File: src/design/kfq_pkg.sv
`timescale 1ns / 1ps
`default_nettype none

package kfq_pkg;

  // Default geometry
  localparam int KFQ_DEPTH    = 32;
  localparam int KFQ_TAG_BITS = 16;

  // Fixed port field widths
  localparam int TAG_W    = 16;
  localparam int OCC_W    = 6;
  localparam int MAXP_W   = 5;
  localparam logic [MAXP_W-1:0] MAXP_RESET = 5'd31;

  // Command codes
  localparam logic CMD_PUSH = 1'b0;
  localparam logic CMD_POP  = 1'b1;

  // Result kinds
  localparam logic [1:0] KIND_POP  = 2'd0;
  localparam logic [1:0] KIND_DROP = 2'd1;
  localparam logic [1:0] KIND_ACK  = 2'd2;

  typedef struct packed {
    logic             cmd;
    logic [TAG_W-1:0] pkt_tag;
    logic             is_key;
  } kfq_in_t;

  typedef struct packed {
    logic [1:0]       kind;
    logic             has_packet;
    logic [TAG_W-1:0] out_tag;
    logic             out_key;
    logic [OCC_W-1:0] occupancy;
    logic             last;
  } kfq_out_t;

endpackage

`default_nettype wire

File: src/design/keyframe_drop_packet_queue_core.sv
`timescale 1ns / 1ps
`default_nettype none

// Packet descriptor FIFO that drops toward a keyframe on overflow. A push
// (cmd 0) stores a tag and keyframe flag and ends with one acknowledge word;
// when the count then exceeds min(max_packets, DEPTH-1), the head is dropped
// and further non-keyframe heads are dropped until a keyframe heads the queue
// or it is empty, each drop delivered as its own word before the acknowledge.
// A pop (cmd 1) returns the head or an empty indication. Items are handled one
// at a time. Drops are paced by the single read port of the descriptor memory,
// which delivers one head per cycle while the output register is free. Results
// sit in an output register, so the next item is taken while the last word of
// the previous one waits. max_packets is written via cfg_wr_en / cfg_wr_data
// and resets to 31.
module keyframe_drop_packet_queue_core
  import kfq_pkg::*;
#(
  parameter int DEPTH    = KFQ_DEPTH,
  parameter int TAG_BITS = KFQ_TAG_BITS
) (
  input  wire logic              clk,
  input  wire logic              rst,
  input  wire logic              in_valid,
  output logic                   in_ready,
  input  wire kfq_in_t           in_data,
  output logic                   out_valid,
  input  wire logic              out_ready,
  output kfq_out_t               out_data,
  input  wire logic              cfg_wr_en,
  input  wire logic [MAXP_W-1:0] cfg_wr_data
);

  localparam int PW = $clog2(DEPTH);
  localparam int CW = $clog2(DEPTH + 1);
  localparam int TW = (TAG_BITS < TAG_W) ? TAG_BITS : TAG_W;

  typedef enum logic [2:0] {
    S_IDLE,
    S_POP,
    S_POP_EMPTY,
    S_READ,
    S_EXAM,
    S_ACK
  } state_t;

  state_t            state;
  logic [PW-1:0]     head;
  logic [CW-1:0]     count;
  logic [MAXP_W-1:0] max_packets;
  logic              first;

  logic [OCC_W-1:0]  lim_wide;
  logic [CW-1:0]     limit;
  logic [CW-1:0]     cnt_adj;
  logic [CW-1:0]     cnt_push;
  logic [PW:0]       slot_sum;
  logic [PW-1:0]     slot;
  logic [PW-1:0]     head_inc;
  logic              out_free;
  logic              drop;
  logic              out_load;

  logic              ram_we;
  logic              ram_re;
  logic [PW-1:0]     ram_raddr;
  logic [TW:0]       ram_wdata;
  logic [TW:0]       ram_rdata;
  logic              rd_key;
  logic [TAG_W-1:0]  rd_tag;

  kfq_desc_ram #(
    .DEPTH(DEPTH),
    .WIDTH(TW + 1)
  ) u_ram (
    .clk  (clk),
    .we   (ram_we),
    .waddr(slot),
    .wdata(ram_wdata),
    .re   (ram_re),
    .raddr(ram_raddr),
    .rdata(ram_rdata)
  );

  assign rd_key   = ram_rdata[TW];
  assign rd_tag   = TAG_W'(ram_rdata[TW-1:0]);
  assign in_ready = (state == S_IDLE);
  assign out_free = !out_valid || out_ready;

  // limit, push slot and pointer wrap
  always_comb begin
    lim_wide = (OCC_W'(max_packets) > OCC_W'(DEPTH - 1)) ? OCC_W'(DEPTH - 1)
                                                         : OCC_W'(max_packets);
    limit    = CW'(lim_wide);
    cnt_adj  = (count > limit) ? limit : count;
    cnt_push = cnt_adj + CW'(1);
    slot_sum = {1'b0, head} + (PW + 1)'(cnt_adj);
    slot     = (slot_sum >= (PW + 1)'(DEPTH)) ? PW'(slot_sum - (PW + 1)'(DEPTH))
                                              : PW'(slot_sum);
    head_inc = (head == PW'(DEPTH - 1)) ? '0 : head + PW'(1);
    drop     = (state == S_EXAM) && (first || !rd_key);
    // a word enters the output register this cycle
    out_load = out_free && ((state == S_POP) || (state == S_POP_EMPTY) ||
                            (state == S_ACK) || drop);
  end

  // memory port control
  always_comb begin
    ram_we    = (state == S_IDLE) && in_valid && (in_data.cmd == CMD_PUSH);
    ram_wdata = {in_data.is_key, in_data.pkt_tag[TW-1:0]};
    ram_re    = 1'b0;
    ram_raddr = head;
    if (state == S_IDLE && in_valid && in_data.cmd == CMD_POP && count != '0) begin
      ram_re = 1'b1;
    end else if (state == S_READ) begin
      ram_re = 1'b1;
    end else if (drop && out_free && count != CW'(1)) begin
      // prefetch next head while this one is dropped
      ram_re    = 1'b1;
      ram_raddr = head_inc;
    end
  end

  // sequencer, pointers and output register
  always_ff @(posedge clk) begin
    if (rst) begin
      state       <= S_IDLE;
      head        <= '0;
      count       <= '0;
      max_packets <= MAXP_RESET;
      first       <= 1'b0;
      out_valid   <= 1'b0;
    end else begin
      if (cfg_wr_en) begin
        max_packets <= cfg_wr_data;
      end
      if (out_load) begin
        out_valid <= 1'b1;
      end else if (out_valid && out_ready) begin
        out_valid <= 1'b0;
      end
      unique case (state)
        S_IDLE: begin
          if (in_valid) begin
            if (in_data.cmd == CMD_POP) begin
              if (count == '0) begin
                state <= S_POP_EMPTY;
              end else begin
                head  <= head_inc;
                count <= count - CW'(1);
                state <= S_POP;
              end
            end else begin
              count <= cnt_push;
              if (cnt_push > limit) begin
                first <= 1'b1;
                state <= S_READ;
              end else begin
                state <= S_ACK;
              end
            end
          end
        end
        S_POP: begin
          if (out_free) begin
            out_data.kind       <= KIND_POP;
            out_data.has_packet <= 1'b1;
            out_data.out_tag    <= rd_tag;
            out_data.out_key    <= rd_key;
            out_data.occupancy  <= OCC_W'(count);
            out_data.last       <= 1'b1;
            state               <= S_IDLE;
          end
        end
        S_POP_EMPTY: begin
          if (out_free) begin
            out_data.kind       <= KIND_POP;
            out_data.has_packet <= 1'b0;
            out_data.out_tag    <= '0;
            out_data.out_key    <= 1'b0;
            out_data.occupancy  <= '0;
            out_data.last       <= 1'b1;
            state               <= S_IDLE;
          end
        end
        S_READ: begin
          state <= S_EXAM;
        end
        S_EXAM: begin
          // first head always goes, then non-keyframes
          if (drop) begin
            if (out_free) begin
              out_data.kind       <= KIND_DROP;
              out_data.has_packet <= 1'b1;
              out_data.out_tag    <= rd_tag;
              out_data.out_key    <= rd_key;
              out_data.occupancy  <= OCC_W'(count - CW'(1));
              out_data.last       <= 1'b0;
              head                <= head_inc;
              count               <= count - CW'(1);
              first               <= 1'b0;
              if (count == CW'(1)) begin
                state <= S_ACK;
              end
            end
          end else begin
            state <= S_ACK;
          end
        end
        S_ACK: begin
          if (out_free) begin
            out_data.kind       <= KIND_ACK;
            out_data.has_packet <= 1'b0;
            out_data.out_tag    <= '0;
            out_data.out_key    <= 1'b0;
            out_data.occupancy  <= OCC_W'(count);
            out_data.last       <= 1'b1;
            state               <= S_IDLE;
          end
        end
        default: begin
          state <= S_IDLE;
        end
      endcase
    end
  end

endmodule

`default_nettype wire

File: src/design/kfq_desc_ram.sv
`timescale 1ns / 1ps
`default_nettype none

// Descriptor store: one write port, one read port, registered read data.
module kfq_desc_ram #(
  parameter int DEPTH = 32,
  parameter int WIDTH = 17
) (
  input  wire logic                     clk,
  input  wire logic                     we,
  input  wire logic [$clog2(DEPTH)-1:0] waddr,
  input  wire logic [WIDTH-1:0]         wdata,
  input  wire logic                     re,
  input  wire logic [$clog2(DEPTH)-1:0] raddr,
  output logic      [WIDTH-1:0]         rdata
);

  logic [WIDTH-1:0] mem [DEPTH];

  always_ff @(posedge clk) begin
    if (we) begin
      mem[waddr] <= wdata;
    end
  end

  // read data holds until the next read
  always_ff @(posedge clk) begin
    if (re) begin
      rdata <= mem[raddr];
    end
  end

endmodule

`default_nettype wire
File: config.mk
export PLATFORM = sky130hd
export DESIGN_NAME = keyframe_drop_packet_queue_core
export DESIGN_NICKNAME = d
export VERILOG_FILES = /design/src/design/kfq_pkg.sv /design/src/design/keyframe_drop_packet_queue_core.sv /design/src/design/kfq_desc_ram.sv
export SDC_FILE = /design/constraint.sdc
export NUM_CORES = 1
export LEC_CHECK = 0
export ABC_CLOCK_PERIOD_IN_PS = 4400
export BUFFER_PORTS_ARGS = -buffer_cell sky130_fd_sc_hd__buf_2
export CAP_MARGIN = 20
export CORE_UTILIZATION = 55
export CTS_BUF_LIST = sky130_fd_sc_hd__clkbuf_2 sky130_fd_sc_hd__clkbuf_4 sky130_fd_sc_hd__clkbuf_8
export CTS_CLUSTER_SIZE = 40
export DETAILED_ROUTE_END_ITERATION = 7
export PLACE_DENSITY = 0.74
export SYNTH_ARGS = -nofsm -noshare
export SYNTH_HDL_FRONTEND = slang
export SYNTH_SLANG_ARGS = --single-unit
File: constraint.sdc
create_clock -name clk -period 4.4 [get_ports clk]
set_input_delay 0.88 -clock clk [delete_from_list [all_inputs] [get_ports clk]]
set_output_delay 0.88 -clock clk [all_outputs]
set_load 0.1 [all_outputs]
==> impl_metrics.ini <==
[yosys]
synthArstFlopShare = 0
synthMostInstantiatedCell = edfxtp_1
synthTopCellsByCount = 588 x edfxtp_1, 305 x nand2_1, 143 x nand3_1
synthDistinctLibCells = 66
synth_edf_count = 588
ys_seq_elements = 609
synth_area_mm2 = 0.0251
yosysWarningCount = 0
synth_top_flop_cell = edfxtp_1
avgSynthCellArea_um2 = 13.6
syn-num-nets = 1891
ys_seq_area_frac = 0.719
synth_top_area_frac = 0.702
synth_top_cell_by_area = edfxtp_1
postSynthCellCount = 1843
synth_area_leaders = edfxtp_1 70%, nand2_1 4.6%, nand3_1 2.8%, mux2i_1 2.4%, dfxtp_1 1.7%

[clock_network]
cts_sinks = 609
cts_max_level = 3
insertion_delay_ps = 710
cts_buffers = 95
cts_hold_repair.buffers = 0
clk_pin_slew_worst_paths_ps = 60
tritoncts = built
cts_root_buf = clkbuf_8
cts_buffer_depth = 3

[setup_path]
critPathRequiredTime_ps = 4800
worst_r2r_path_depth = 14
critical_path.top_delay_family = compound AO/OA/AOI/OAI gates
path_class = reg2reg
crit_slowest_cell = a2111oi_0
critPathBufInv = 3
cp-start-kind = flop
cp-end-kind = flop
critPathMaxStageDelay_ps = 950
r2r_start = head[0]
crit_arrival_ps = 4720
crit_path_cell_trace = ha_1 -> and3_1 -> ha_1 -> nor2_1 -> nand4_1 -> nor3b_2 -> buf_4 -> or4_1 -> buf_4 -> a21oi_1 -> a2111oi_0 -> buf_4 -> a2111oi_0 -> a41oi_1
r2r_slack_ps = 80
r2r-end = u_ram.rdata[10]
path_max_fanout = 17
crit_top_cell = buf_4

[global_route]
grt_pass1_vias = 16200
grt_pass1_wl_um = 96000
track_usage = 0.276
grt_max_degree = 104
antenna_found_initial = 6
overflow = 0

[die]
dieArea_mm2 = 0.0466
rows = 77
start_util = 0.564
core_region_area_mm2 = 0.0446
io_pins = 57
chipHeight_um = 216
die_w_um = 216

[timing]
slew_viol_final = 0
holdWs_ps = 427
fmax_mhz = 231
relSlewSlack = 0.266
setup_ws_ps = 77.1
finalCritPeriodShare = 0.982
fin_crit_ps = 4320
timing.final.hold_violations = 0
worstMarginPinSlew_ps = 1070
setup_viol = 0
clock_skew_ps = 39.3

[route]
drc = 0
drt_iter0_drc = 2253
wl_per_cell_um = 23.9
viasPerCell = 6.24
antenna_left = 0
vias = 16700
drt_first_pass_iters = 6
wirelength_um = 63900

[placed_design]
portBuffers = 56
dpl_worst_slack_ps = -316
dp_hpwl_um = 38300
gp_congestion = 0.866

[pwr]
ir_drop_mv = 0.513
p_sw_frac = 0.346
combPwrFrac = 0.303
power_report.internal_total_mw = 11.3
p_switching_mw = 5.97
power.density_mw_per_mm2 = 596
leakage_nw = 10.4
pwr-share-clk = 0.289
seqPwrFrac = 0.408

[cells_and_area]
drive_gt1_frac = 0.172
area_delta_synth_final_pct = 15.1
nets = 2051
fin_util = 0.649

[job]
maxCapViolations = 0

[run_status]
status = complete, no violations

[hold_path]
holdCritStartpoint = cfg_wr_data[0]
min_path_type = in2reg
hold_depth = 3
hold_end = max_packets[0]
[per-layer routing]
layer  vias up  part of all wire  track usage  wire length, um
li1       7397                 -            -                -
met1      8151              0.39        0.376            25100
met2       978              0.46        0.426            29500
met3       158              0.10       0.0555             6430
met4         4             0.044        0.134             2780
met5         -           0.00033            0               21
[worst min-delay path, cell delays in order]
cell	delay, ps
buf_2	80
mux2i_1	60
nand2_1	60
[area by class of cell]
cell class / count / area, um2
flip-flops and latches: 609 / 18100
fillers: 3083 / 15700
well taps: 592 / 741
multi-input cells: 1108 / 6600
clock inverters: 50 / 467
clock buffers: 127 / 1550
diodes: 1 / 2.50
repair buffers: 178 / 1450
inverters: 11 / 41.3
[per-stage QoR]
step	TNS, ps	instance area (um2)	cells	power (mW)
after floorplan	0	25100	1843	10.6
after global placement	-460	26800	2492	12.1
after detailed placement	-2680	26800	2492	12.2
after CTS	0	28900	2669	17.2
after global routing	-39.0	28900	2676	17.9
final	0	28900	2676	17.3
[worst max-delay path by stage]
stage / from / end / slack, ps / cells after the start
after floorplan: max_packets[2] / u_ram.mem[0][0] / 30 / 14
after global placement: out_ready / u_ram.rdata[9] / -200 / 12
final: head[0] / u_ram.rdata[10] / 80 / 14
after detailed placement: out_ready / u_ram.rdata[9] / -320 / 11
after global routing: max_packets[2] / u_ram.mem[25][3] / -4 / 16
after CTS: head[0] / u_ram.rdata[4] / 9 / 15
[cells by family (layout without fill, tap and decap cells)]
kind of cell               count (synthesis)  count (layout)  synth area share
buffers and inverters                    127             366            0.0216
DFF                                      609             609             0.719
muxes                                     61              61            0.0243
other                                      0               1                 0
AOI/OAI and AO/OA                        339             339            0.0965
adders and majority gates                 20              20            0.0103
and+or+nand+nor                          677             678             0.125
xor gates and xnor gates                  10              10           0.00348
[timing repair]
action,CTS,global route
buffers inserted,0,5
gates cloned,0,1
endpoints found under the setup margin,169,534
gates resized for setup,5,6
pin swaps,0,3
[cells in the final DEF (no fill, tap or decap), types with 13 or more instances in the layout]
master,n
edfxtp_1,588
o21ai_0,22
a311oi_1,34
a41oi_1,17
clkinv_2,13
or3_1,54
mux2i_1,60
and2_1,18
buf_4,101
ha_1,19
a211oi_1,36
a22oi_1,19
nor2_1,71
dfxtp_1,21
o21bai_1,52
a31oi_1,20
nand3_1,143
a21oi_1,70
nand2_1,304
clkbuf_4,32
buf_2,56
buf_12,20
a2111oi_0,29
and3_1,40
clkbuf_8,95
clkinv_1,22
[flip-flops by register name, summed over array words and instances (netlist names)]
register / cells
u_ram.mem: 544
out_data: 27
u_ram.rdata: 17
count: 6
head: 5
max_packets: 5
state: 3
first: 1
out_valid: 1
[power groups by stage]
stage	Clock (mW)	Sequential, mW	Combinational (mW)
3_3_place_gp	0	7.14	4.97
4_1_cts	5.05	7.03	5.10
5_1_grt	5.27	7.06	5.59
3_5_place_dp	0	7.15	5.06
6_report	4.99	7.04	5.23
2_1_floorplan	0	7.54	3.06
(Power assumes the default switching activity.)
